## config.mk

```make
export PLATFORM = sky130hd
export DESIGN_NAME = stereo_bitcrusher
export DESIGN_NICKNAME = d
export VERILOG_FILES = /design/src/rtl/sbc_pkg.sv /design/src/rtl/sbc_datapath.sv /design/src/rtl/stereo_bitcrusher.sv
export SDC_FILE = /design/constraint.sdc
export NUM_CORES = 1
export LEC_CHECK = 0
export BUFFER_PORTS_ARGS = -buffer_cell sky130_fd_sc_hd__buf_2
export CORE_MARGIN = 8
export CORE_UTILIZATION = 40
export DETAILED_ROUTE_END_ITERATION = 7
export SETUP_SLACK_MARGIN = 0.15
export SLEW_MARGIN = 0
export SYNTH_ARGS = -nofsm -noshare
export SYNTH_HDL_FRONTEND = slang
export SYNTH_SLANG_ARGS = --single-unit
```

## constraint.sdc

```tcl
create_clock -name aclk -period 15.36 [get_ports aclk]
set_input_delay 2.304 -clock aclk [delete_from_list [all_inputs] [get_ports aclk]]
set_output_delay 2.304 -clock aclk [all_outputs]
set_load 0.01 [all_outputs]
```

## src/rtl/sbc_pkg.sv

```systemverilog
package sbc_pkg;

    localparam int STEP_W = 4;
    localparam int LEVELS_W = 25;
    localparam int RATE_W = 15;
    localparam int CFG_INDEX_W = 1;

    localparam logic [LEVELS_W-1:0] LEVELS_MIN = 25'd512;
    localparam logic [LEVELS_W-1:0] LEVELS_MAX = 25'd16777216;
    localparam logic [RATE_W-1:0]   RATE_MIN   = 15'd256;
    localparam logic [RATE_W-1:0]   RATE_MAX   = 15'd25600;
    localparam logic [RATE_W:0]     PHASE_STEP = 16'd256;

    localparam logic [CFG_INDEX_W-1:0] REG_QUANT_LEVELS = 1'd0;
    localparam logic [CFG_INDEX_W-1:0] REG_RATE_DIVIDER = 1'd1;

    typedef enum logic [2:0] {
        OP_ACCEPT = 3'd0,
        OP_MUL    = 3'd1,
        OP_ROUND  = 3'd2,
        OP_DIV    = 3'd3,
        OP_STORE  = 3'd4,
        OP_OUT    = 3'd5
    } sbc_op_t;

    typedef enum logic [1:0] {
        COND_NONE     = 2'd0,
        COND_ALWAYS   = 2'd1,
        COND_NO_HIT   = 2'd2,
        COND_DIV_MORE = 2'd3
    } sbc_cond_t;

    typedef enum logic {
        CH_LEFT  = 1'b0,
        CH_RIGHT = 1'b1
    } sbc_chan_t;

    typedef struct packed {
        sbc_op_t           op;
        sbc_chan_t         ch;
        sbc_cond_t         cond;
        logic [STEP_W-1:0] target;
    } sbc_uword_t;

    // Datapath command for the current cycle.
    typedef struct packed {
        logic      en;
        sbc_op_t   op;
        sbc_chan_t ch;
    } sbc_ctrl_t;

    localparam logic [STEP_W-1:0] STEP_ACCEPT = 4'd0;
    localparam logic [STEP_W-1:0] STEP_DIV_L  = 4'd3;
    localparam logic [STEP_W-1:0] STEP_DIV_R  = 4'd7;
    localparam logic [STEP_W-1:0] STEP_OUT    = 4'd9;

    // Microcode ROM: one control word per step.
    function automatic sbc_uword_t sbc_ucode(input logic [STEP_W-1:0] step);
        sbc_uword_t w;
        w = '{op: OP_ACCEPT, ch: CH_LEFT, cond: COND_ALWAYS, target: STEP_ACCEPT};
        unique case (step)
            4'd0: w = '{op: OP_ACCEPT, ch: CH_LEFT,  cond: COND_NO_HIT,   target: STEP_OUT};
            4'd1: w = '{op: OP_MUL,    ch: CH_LEFT,  cond: COND_NONE,     target: STEP_ACCEPT};
            4'd2: w = '{op: OP_ROUND,  ch: CH_LEFT,  cond: COND_NONE,     target: STEP_ACCEPT};
            4'd3: w = '{op: OP_DIV,    ch: CH_LEFT,  cond: COND_DIV_MORE, target: STEP_DIV_L};
            4'd4: w = '{op: OP_STORE,  ch: CH_LEFT,  cond: COND_NONE,     target: STEP_ACCEPT};
            4'd5: w = '{op: OP_MUL,    ch: CH_RIGHT, cond: COND_NONE,     target: STEP_ACCEPT};
            4'd6: w = '{op: OP_ROUND,  ch: CH_RIGHT, cond: COND_NONE,     target: STEP_ACCEPT};
            4'd7: w = '{op: OP_DIV,    ch: CH_RIGHT, cond: COND_DIV_MORE, target: STEP_DIV_R};
            4'd8: w = '{op: OP_STORE,  ch: CH_RIGHT, cond: COND_NONE,     target: STEP_ACCEPT};
            4'd9: w = '{op: OP_OUT,    ch: CH_LEFT,  cond: COND_ALWAYS,   target: STEP_ACCEPT};
            default: w = '{op: OP_ACCEPT, ch: CH_LEFT, cond: COND_ALWAYS, target: STEP_ACCEPT};
        endcase
        return w;
    endfunction

endpackage

```

## src/rtl/sbc_datapath.sv

```systemverilog
module sbc_datapath #(
    parameter int SAMPLE_WIDTH = 16
) (
    input  logic                           aclk,
    input  logic                           aresetn,
    input  sbc_pkg::sbc_ctrl_t             ctrl,
    input  logic [sbc_pkg::LEVELS_W-1:0]   levels,
    input  logic signed [SAMPLE_WIDTH-1:0] samp_left,
    input  logic signed [SAMPLE_WIDTH-1:0] samp_right,
    output logic signed [SAMPLE_WIDTH-1:0] held_left,
    output logic signed [SAMPLE_WIDTH-1:0] held_right,
    output logic                           div_more
);
    import sbc_pkg::*;

    localparam int W    = SAMPLE_WIDTH;
    localparam int QW   = W + 1;            // quotient bits
    localparam int PW   = W + LEVELS_W;     // product / numerator width
    localparam int NMW  = 17;               // |n| is at most 2^16
    localparam int RW   = LEVELS_W + 1;     // remainder, below 2*levels
    localparam int CW   = $clog2(QW);
    localparam logic [PW-1:0] HALF = PW'(1) << (W + 6);
    localparam logic [QW-1:0] SMAX_Q = QW'((1 << (W - 1)) - 1);
    localparam logic [QW-1:0] SMIN_Q = QW'(1 << (W - 1));

    logic [PW-1:0]  prod_reg, prod_next;
    logic           sign_reg, sign_next;
    logic [RW-1:0]  rem_reg, rem_next;
    logic [QW-1:0]  quo_reg, quo_next;
    logic [CW-1:0]  cnt_reg, cnt_next;
    logic signed [W-1:0] held_left_reg, held_left_next;
    logic signed [W-1:0] held_right_reg, held_right_next;

    logic signed [W-1:0] samp;
    logic [W-1:0]   mag;
    logic [PW-1:0]  rnd_sum;
    logic [NMW-1:0] nmag;
    logic [PW-1:0]  numer;
    logic [RW:0]    trial;
    logic [RW:0]    dvs;
    logic           ge;
    logic [W-1:0]   sat;

    always_comb begin
        samp = (ctrl.ch == CH_RIGHT) ? samp_right : samp_left;
        mag  = samp[W-1] ? W'(-samp) : samp;

        // n = round(|s| * levels / 2^(W+7)), ties away from zero
        rnd_sum = prod_reg + HALF;
        nmag    = NMW'(rnd_sum >> (W + 7));
        // numerator of round(n * 2^(W+7) / levels): n*2^(W+8) + levels over 2*levels
        numer   = ({nmag, {(PW - NMW){1'b0}}} >> (PW - NMW - W - 8)) + PW'(levels);

        // one restoring division step
        dvs   = {1'b0, levels, 1'b0};
        trial = {rem_reg, quo_reg[QW-1]};
        ge    = (trial >= dvs);

        // saturate and apply the sign
        if (!sign_reg) begin
            sat = (quo_reg > SMAX_Q) ? SMAX_Q[W-1:0] : quo_reg[W-1:0];
        end else begin
            sat = (quo_reg > SMIN_Q) ? SMIN_Q[W-1:0] : W'(-quo_reg[W-1:0]);
        end

        prod_next       = prod_reg;
        sign_next       = sign_reg;
        rem_next        = rem_reg;
        quo_next        = quo_reg;
        cnt_next        = cnt_reg;
        held_left_next  = held_left_reg;
        held_right_next = held_right_reg;

        if (ctrl.en) begin
            unique case (ctrl.op)
                OP_MUL: begin
                    prod_next = PW'(mag) * PW'(levels);
                    sign_next = samp[W-1];
                end
                OP_ROUND: begin
                    rem_next = RW'(numer >> QW);
                    quo_next = numer[QW-1:0];
                    cnt_next = CW'(QW - 1);
                end
                OP_DIV: begin
                    rem_next = ge ? RW'(trial - dvs) : trial[RW-1:0];
                    quo_next = {quo_reg[QW-2:0], ge};
                    if (cnt_reg != '0) begin
                        cnt_next = cnt_reg - CW'(1);
                    end
                end
                OP_STORE: begin
                    if (ctrl.ch == CH_RIGHT) begin
                        held_right_next = sat;
                    end else begin
                        held_left_next = sat;
                    end
                end
                OP_ACCEPT, OP_OUT: begin
                end
                default: begin
                end
            endcase
        end
    end

    always_ff @(posedge aclk) begin
        prod_reg <= prod_next;
        sign_reg <= sign_next;
        rem_reg  <= rem_next;
        quo_reg  <= quo_next;
        if (!aresetn) begin
            cnt_reg        <= '0;
            held_left_reg  <= '0;
            held_right_reg <= '0;
        end else begin
            cnt_reg        <= cnt_next;
            held_left_reg  <= held_left_next;
            held_right_reg <= held_right_next;
        end
    end

    assign held_left  = held_left_reg;
    assign held_right = held_right_reg;
    assign div_more   = (cnt_reg != '0);

endmodule

```

## src/rtl/stereo_bitcrusher.sv

```systemverilog
// Stereo sample-and-hold bit crusher. One transaction on the s_ side carries a stereo
// frame of signed Q1.15 samples (tuser set means mono: right copies left); one
// transaction on the m_ side returns the held crushed frame. A Q7.8 phase adds 1.0
// per frame; when it reaches rate_divider (clamped to 1.0..100.0) the divider is
// subtracted once and both channels are requantized as round(round(x*L)/L) with L
// = quant_levels (Q17.8, clamped to 2.0..65536.0), ties away from zero, saturated.
// Between updates the last held values repeat; they start at zero after reset.
// Throughput: the single shared restoring divider yields one quotient bit per cycle and
// serves both channels in turn, so a frame that triggers an update takes longer than one
// that only repeats the held values. A frame is taken while the previous result still
// waits on m_tready. Write configuration only while no frame is in flight.
module stereo_bitcrusher #(
    parameter int SAMPLE_WIDTH = 16
) (
    input  logic                                  aclk,
    input  logic                                  aresetn,
    // input frames
    input  logic                                  s_tvalid,
    output logic                                  s_tready,
    // tdata, from bit 0: left_sample, right_sample, zero pad to whole bytes
    input  logic [((2*SAMPLE_WIDTH+7)/8)*8-1:0]   s_tdata,
    // tuser: mono
    input  logic                                  s_tuser,
    // result frames
    output logic                                  m_tvalid,
    input  logic                                  m_tready,
    // tdata, from bit 0: left_out, right_out, zero pad to whole bytes
    output logic [((2*SAMPLE_WIDTH+7)/8)*8-1:0]   m_tdata,
    // configuration writes
    input  logic                                  cfg_we,
    input  logic [sbc_pkg::CFG_INDEX_W-1:0]       cfg_index,
    input  logic [sbc_pkg::LEVELS_W-1:0]          cfg_wdata
);
    import sbc_pkg::*;

    localparam int W      = SAMPLE_WIDTH;
    localparam int DATA_W = ((2 * W + 7) / 8) * 8;

    // configuration
    logic [LEVELS_W-1:0] levels_reg, levels_next;
    logic [RATE_W-1:0]   rate_reg, rate_next;
    logic [LEVELS_W-1:0] levels_eff;
    logic [RATE_W-1:0]   rate_eff;

    // sequencer
    logic [STEP_W-1:0] step_reg, step_next;
    sbc_uword_t        uword;
    logic              stall;
    logic              take_jump;
    sbc_ctrl_t         ctrl;

    // phase accumulator
    logic [RATE_W-1:0] phase_reg, phase_next;
    logic [RATE_W:0]   ph_sum;
    logic [RATE_W:0]   ph_wrapped;
    logic              hit;

    // frame and result registers
    logic signed [W-1:0] left_reg, left_next;
    logic signed [W-1:0] right_reg, right_next;
    logic                m_tvalid_reg, m_tvalid_next;
    logic [DATA_W-1:0]   m_tdata_reg, m_tdata_next;
    logic signed [W-1:0] held_left;
    logic signed [W-1:0] held_right;
    logic                div_more;
    logic                s_accept;

    // Clamp the registers to their legal ranges.
    always_comb begin
        levels_eff = levels_reg;
        if (levels_reg < LEVELS_MIN) begin
            levels_eff = LEVELS_MIN;
        end else if (levels_reg > LEVELS_MAX) begin
            levels_eff = LEVELS_MAX;
        end
        rate_eff = rate_reg;
        if (rate_reg < RATE_MIN) begin
            rate_eff = RATE_MIN;
        end else if (rate_reg > RATE_MAX) begin
            rate_eff = RATE_MAX;
        end
    end

    always_comb begin
        levels_next = levels_reg;
        rate_next   = rate_reg;
        if (cfg_we) begin
            unique case (cfg_index)
                REG_QUANT_LEVELS: levels_next = cfg_wdata;
                REG_RATE_DIVIDER: rate_next   = cfg_wdata[RATE_W-1:0];
                default: begin
                end
            endcase
        end
    end

    // Sequencer: fetch the control word, hold on a stalled handshake, else jump or advance.
    always_comb begin
        uword    = sbc_ucode(step_reg);
        s_tready = (uword.op == OP_ACCEPT);
        s_accept = s_tready && s_tvalid;

        // Advance the phase by one frame and subtract the divider once on a hit.
        ph_sum     = {1'b0, phase_reg} + PHASE_STEP;
        hit        = (ph_sum >= {1'b0, rate_eff});
        ph_wrapped = hit ? (ph_sum - {1'b0, rate_eff}) : ph_sum;

        priority case (1'b1)
            (uword.op == OP_ACCEPT): stall = !s_tvalid;
            (uword.op == OP_OUT):    stall = m_tvalid_reg && !m_tready;
            default:                 stall = 1'b0;
        endcase

        unique case (uword.cond)
            COND_NONE:     take_jump = 1'b0;
            COND_ALWAYS:   take_jump = 1'b1;
            COND_NO_HIT:   take_jump = !hit;
            COND_DIV_MORE: take_jump = div_more;
            default:       take_jump = 1'b0;
        endcase

        if (stall) begin
            step_next = step_reg;
        end else if (take_jump) begin
            step_next = uword.target;
        end else begin
            step_next = step_reg + STEP_W'(1);
        end

        ctrl.en = !stall;
        ctrl.op = uword.op;
        ctrl.ch = uword.ch;

        phase_next = phase_reg;
        left_next  = left_reg;
        right_next = right_reg;
        if (s_accept) begin
            phase_next = ph_wrapped[RATE_W-1:0];
            left_next  = s_tdata[W-1:0];
            right_next = s_tuser ? s_tdata[W-1:0] : s_tdata[2*W-1:W];
        end

        // Load the output register at the end of the program; drop valid once taken.
        m_tvalid_next = m_tvalid_reg && !m_tready;
        m_tdata_next  = m_tdata_reg;
        if (uword.op == OP_OUT && !stall) begin
            m_tvalid_next = 1'b1;
            m_tdata_next  = DATA_W'({held_right, held_left});
        end
    end

    sbc_datapath #(
        .SAMPLE_WIDTH (SAMPLE_WIDTH)
    ) u_datapath (
        .aclk       (aclk),
        .aresetn    (aresetn),
        .ctrl       (ctrl),
        .levels     (levels_eff),
        .samp_left  (left_reg),
        .samp_right (right_reg),
        .held_left  (held_left),
        .held_right (held_right),
        .div_more   (div_more)
    );

    always_ff @(posedge aclk) begin
        left_reg    <= left_next;
        right_reg   <= right_next;
        m_tdata_reg <= m_tdata_next;
        if (!aresetn) begin
            levels_reg   <= LEVELS_MAX;
            rate_reg     <= RATE_MIN;
            step_reg     <= STEP_ACCEPT;
            phase_reg    <= '0;
            m_tvalid_reg <= 1'b0;
        end else begin
            levels_reg   <= levels_next;
            rate_reg     <= rate_next;
            step_reg     <= step_next;
            phase_reg    <= phase_next;
            m_tvalid_reg <= m_tvalid_next;
        end
    end

    assign m_tvalid = m_tvalid_reg;
    assign m_tdata  = m_tdata_reg;

endmodule

```

==> results of run 1 <==
[cells in the final DEF, fill, tap and decap left out, types with 8 or more instances in the layout]
master / instances
nand2_1: 445
inv_1: 416
fa_1: 320
nor2_1: 314
ha_1: 159
edfxtp_1: 126
a21oi_1: 112
dfxtp_1: 106
buf_2: 97
o21ai_0: 90
nor3_1: 57
xnor2_1: 55
nand3_1: 39
and2_1: 34
xor2_1: 34
mux2i_1: 33
buf_4: 32
a21o_1: 29
clkbuf_16: 28
nand4_1: 22
mux2_2: 21
nand2b_1: 20
a211oi_1: 18
o21a_1: 16
a31oi_1: 15
or3_1: 15
nor2b_1: 13
clkinv_1: 12
nor4_1: 10
o32ai_1: 10
and3_1: 10
o211ai_1: 10
o311ai_2: 8
[path summary, 6_finish.rpt]
check / cells after the start / endpoint / slack (ns)
setup / recovery: 31 / u_datapath.prod_reg[39]$_DFFE_PP_ / 4.52
hold / removal: 0 / m_tdata[16]$_DFFE_PP_ / 0.43
setup reg to reg: 31 / u_datapath.prod_reg[39]$_DFFE_PP_ / 4.52
hold reg to reg: 0 / m_tdata[16]$_DFFE_PP_ / 0.43
[worst max-delay path, delay by kind of cell, from the launching register on]
kind,cells,cell delay (ns)
buf+inv,6,0.88
xor+xnor,2,1.04
fa+ha+maj,8,3.88
compound gates,8,3.04
flops,1,0.39
mux,1,0.58
simple gates,6,0.73
[per-layer routing]
layer	part of all wire, %	global-route usage [%]	up-vias
met2	49	35.5	722
met3	6.6	2.95	192
li1	-	-	9066
met4	4.2	7.67	4
met1	41	26.0	9714
met5	0.043	0	-
[power by group through the flow]
stage,registers (uW),logic (uW),clock network (uW)
5_1_grt,914,1970,702
2_1_floorplan,875,1280,0
3_5_place_dp,912,1760,0
6_report,901,1770,663
4_1_cts,900,1770,679
3_3_place_gp,910,1720,0
[metrics by stage]
step	total power, uW	worst slack [ns]	instance area, sq um	util [%]
6_report	3340	4.52	26900	43.8
5_1_grt	3580	3.85	26900	43.8
4_1_cts	3350	4.69	26900	43.8
3_5_place_dp	2670	4.73	26000	42.3
3_3_place_gp	2630	4.91	26000	42.3
2_1_floorplan	2150	7.34	24800	-
[kinds of logic (layout without fill, tap and decap cells)]
family          after synthesis  count (layout)  share of synthesized area (%)
fa+ha+maj                   479             479                           33.9
buf+inv                     546             606                           8.82
compound gates              368             368                           9.64
xor+xnor                     99              99                           3.50
simple gates               1019            1019                           18.0
other cells                   0               1                              0
mux                          54              54                           2.29
flops                       232             232                           23.9
[layout make-up]
type	instances	area share, %
Antenna cell	1	0.00929
Clock buffer	35	2.74
Clock inverter	13	0.632
Inverter	429	5.98
Multi-Input combinational cell	2019	62.4
Sequential cell	232	21.9
Tap cell	790	3.67
Timing Repair Buffer	129	2.69
==> run summary, run 1 <==
status = complete, no violations
dpl cells = 3599
Cell Int Power = 1840 uW
row count = 91
reg-to-reg critical path startpoint = uword[6]$_DFF_P_
Mapped Avg Cell Area = 8.85 sq um
Pins Over Slew Limit = 0
IO Pins = 98
GR Overflow Total = 0
Die Wd = 265 um
largest area contributor in the netlist = fa_1
Crit Path Max Fanout = 34
Wirelength per Cell = 19.7 um
layout cells sized above 1 = 8.58%
Register Area = 5910 sq um
Skew-Pair Late Insertion Delay = 0.57 ns
max cap viols = 0
initial antenna violation count = 3
Synth warnings = 0
DR iter-0 viols = 1402
count of final hold-check violations = 0
Die Footprint = 70100 sq um
PwrDens = 124 nW/um^2
Critical Path Most Common Cell = fa_1
maximum clock rate = 92.3 MHz
nets@finish = 3380
Die H = 265 um
commonest cells in the netlist = nand2_1 (445), inv_1 (417), fa_1 (320), nor2_1 (316), ha_1 (159)
Pre-Repair DR Iteration Count = 5
HP Start = u_datapath.held_right[0]$_SDFFE_PN0P_
Seq pwr share = 27.0%
post-CTS setup buffers = 0
post-synthesis register bit count = 232
clock power share = 19.9%
post-cts resize count = 0
Tmin final = 10.84 ns
final setup TNS = 0 ns
DR DRC count = 0
relative slew slack = 22.5%
WS Path Type = reg -> reg
Layout fillers = 6040
Syn Nets = 3340
GRT Util Overall = 20.6%
WP data required = 15.65 ns
critical path launch point type = flip-flop
post-synthesis sequential area ratio = 23.9%
unrepaired setup endpoints after global routing = no
Netlist cell types = 87
CTS tree = built
Critical Path Source = uword[6]$_DFF_P_
top_reg_cell synth = edfxtp_1
CTS root buffer = clkbuf_16
worst vdd ir = 0.0000846 V
Final Setup Violations = 0
async set or reset register ratio after synthesis = 0%
global-route wire length before repair = 115000 um
most common cell in the netlist = nand2_1
Net Sw Frac = 44.9%
core area = 61500 sq um
clk slew on worst S/H paths = 0.06 ns
Hold Crit Class = reg -> reg
H-tree depth = 1
Post-DRT Antenna Nets = 0
Clock Sinks = 232
sw power = 1500 uW
Worst Tran Pin Value = 1.16 ns
CP peak stage delay = 0.90 ns
Num CTS Buffers = 26
Leak = 0.0118 uW
number of vias per cell = 5.40
slowest CP cell = xor2_2
Worst setup EP type = flip-flop
estimated wirelength of the detail-placed design = 56200 um
Post-Syn Instances = 2797
arrival time worst endpoint = 11.13 ns
Clock Skew = 0.0284 ns
post-synth top area share = 25.9%
period utilization = 70.5%
area of the multi-input gates = 16800 sq um
area grow syn2layout = 8.80%
gpl congestion = 0.908
Fin Hold WS = 0.426 ns
Initial Util = 40.3%
final std cells w/o fill = 3648
vias after detailed routing = 19698
IO Port Bufs = 97
Largest register FFs = 32
vias in the first global route = 20552
Post-synth EDFFs = 126
top cells by area, synth = fa_1 (26%), edfxtp_1 (15%), dfxtp_1 (8.6%), ha_1 (8.0%), nand2_1 (6.7%)
maximum clock path buffer count = 3
Routed Wire Length = 72000 um
# hold bufs at CTS = 0
synthesized cell area = 24800 sq um
logic gate share of total power = 53.2%
largest net degree at the start of global routing = 93
(Power assumes the default switching activity.)
==> run 2: changes to the inputs <==
==> constraint.sdc (replaced) <==
create_clock -name aclk -period 10.75 [get_ports aclk]
set_input_delay 1.6125 -clock aclk [delete_from_list [all_inputs] [get_ports aclk]]
set_output_delay 1.6125 -clock aclk [all_outputs]
set_load 0.01 [all_outputs]
==> run 2 against run 1 <==
  * Non-clock buffer count grew 19
  * Via count shrank 0.20%
  * Routed wire length down 1.5%
  * Count of clock-buffer cells in the layout is 3 higher
  * Clock skew shrank 0.012 ns
  * Worst setup slack worse by 3.6 ns
  * Hold slack gained 0.0069 ns
  * Sequential power increased by 43%
==> run summary, run 2 (synthesized netlist as in run 1, its figures left out) <==
Clock Skew = 0.0168 ns
status = complete, no violations
Post-DRT Antenna Nets = 0
Die Footprint = 70100 sq um
CTS tree = built
sw power = 2150 uW
WP data required = 11.07 ns
clock power share = 21.2%
IO Port Bufs = 97
GR Overflow Total = 0
IO Pins = 98
row count = 91
H-tree depth = 1
PwrDens = 178 nW/um^2
Net Sw Frac = 44.4%
Worst Tran Pin Value = 1.01 ns
Largest register FFs = 32
vias after detailed routing = 19658
Num CTS Buffers = 28
Tmin final = 9.78 ns
gpl congestion = 0.928
Hold Crit Class = reg -> reg
Die H = 265 um
count of final hold-check violations = 0
area grow syn2layout = 9.47%
Layout fillers = 5965
post-CTS setup buffers = 0
number of vias per cell = 5.36
logic gate share of total power = 52.1%
post-cts resize count = 0
CTS root buffer = clkbuf_16
max cap viols = 0
maximum clock path buffer count = 3
Clock Sinks = 232
vias in the first global route = 21042
most common library cell in the layout ignoring fill and taps = nand2_1
core area = 61500 sq um
layout cells sized above 1 = 9.20%
clk slew on worst S/H paths = 0.06 ns
WS Path Type = reg -> reg
CP peak stage delay = 0.85 ns
Critical Path Most Common Cell = fa_1
Wirelength per Cell = 19.3 um
Register Area = 5910 sq um
maximum clock rate = 102 MHz
initial antenna violation count = 0
nets@finish = 3401
n_diodes = 0
DP Worst Slack = 1.11 ns
Leak = 0.0119 uW
WP buf/inv = 4
DR DRC count = 0
critical path launch point type = flip-flop
GRT Util Overall = 20.3%
Routed Wire Length = 70900 um
Cell Int Power = 2690 uW
estimated wirelength of the detail-placed design = 56800 um
DR iter-0 viols = 1323
largest net degree at the start of global routing = 92
final setup TNS = 0 ns
arrival time worst endpoint = 10.10 ns
Die Wd = 265 um
delay-heaviest family, CP = adder cells
relative slew slack = 32.4%
area of the multi-input gates = 16700 sq um
commonest cells after routing, fill and taps aside = nand2_1 (445), inv_1 (416), fa_1 (320)
Worst setup EP type = flip-flop
# hold bufs at CTS = 0
Pins Over Slew Limit = 0
slowest CP cell = o311ai_1
Final Setup Violations = 0
Skew-Pair Late Insertion Delay = 0.59 ns
period utilization = 91.0%
Crit Path Max Fanout = 19
worst vdd ir = 0.000167 V
unrepaired setup endpoints after global routing = no
Initial Util = 40.3%
global-route wire length before repair = 114000 um
Pre-Repair DR Iteration Count = 8
slack of the critical path = 0.966 ns
Seq pwr share = 26.7%
## run 2: cell count changes in the layout (fill, tap and decap cells not counted), sizes merged
cell      previous run  this run
clkinvlp             0         1
buf                129       148
inv                423       421
clkbuf              35        38
clkinv              16        18
diode                1         0
## run 2: stage by stage
stage / power (uW) / area [sq um] / cells / hold slack, ns / util [%]
3_3_place_gp: 3760 / 26100 / 3618 / 0.416 / 42.4
6_report: 4840 / 27100 / 3670 / 0.432 / 44.1
4_1_cts: 4860 / 27100 / 3670 / 0.433 / 44.1
5_1_grt: 5200 / 27100 / 3670 / 0.436 / 44.1
3_5_place_dp: 3810 / 26100 / 3618 / 0.418 / 42.4
2_1_floorplan: 3080 / 24800 / 2797 / 0.408 / -
## run 2: area by class of cell
type	instances	share of cell area [%]
multi-input cells	2019	61.7
repair buffers	148	3.20
inverters	429	5.94
clock inverters	14	0.739
clock buffers	38	3.02
well taps	790	3.65
flip-flops and latches	232	21.8
## run 2: path summary, 6_finish.rpt
kind         depth (start not counted)  slack (ns)                                 start                                 to
max reg2reg                         29        0.97                right_reg[0]$_DFFE_PP_  u_datapath.prod_reg[39]$_DFFE_PP_
max                                 29        0.97                right_reg[0]$_DFFE_PP_  u_datapath.prod_reg[39]$_DFFE_PP_
min reg2reg                          0        0.43  u_datapath.held_left[6]$_SDFFE_PN0P_               m_tdata[6]$_DFFE_PP_
min                                  0        0.43  u_datapath.held_left[6]$_SDFFE_PN0P_               m_tdata[6]$_DFFE_PP_
## run 2: power groups by stage
stage,Sequential [uW],Combinational (uW),Clock [uW]
after floorplan,1250,1830,0
after global placement,1300,2460,0
after detailed placement,1310,2500,0
after CTS,1290,2520,1050
after global routing,1310,2810,1080
final,1290,2520,1030
## run 2: routing by layer
| layer | vias up | global-route usage, % | share of wire (%) |
|---|---|---|---|
| met3 | 174 | 2.69 | 5.7 |
| met4 | 0 | 7.61 | 4.0 |
| li1 | 9117 | - | - |
| met5 | - | 0 | 0 |
| met1 | 9723 | 25.8 | 41 |
| met2 | 644 | 35.1 | 49 |
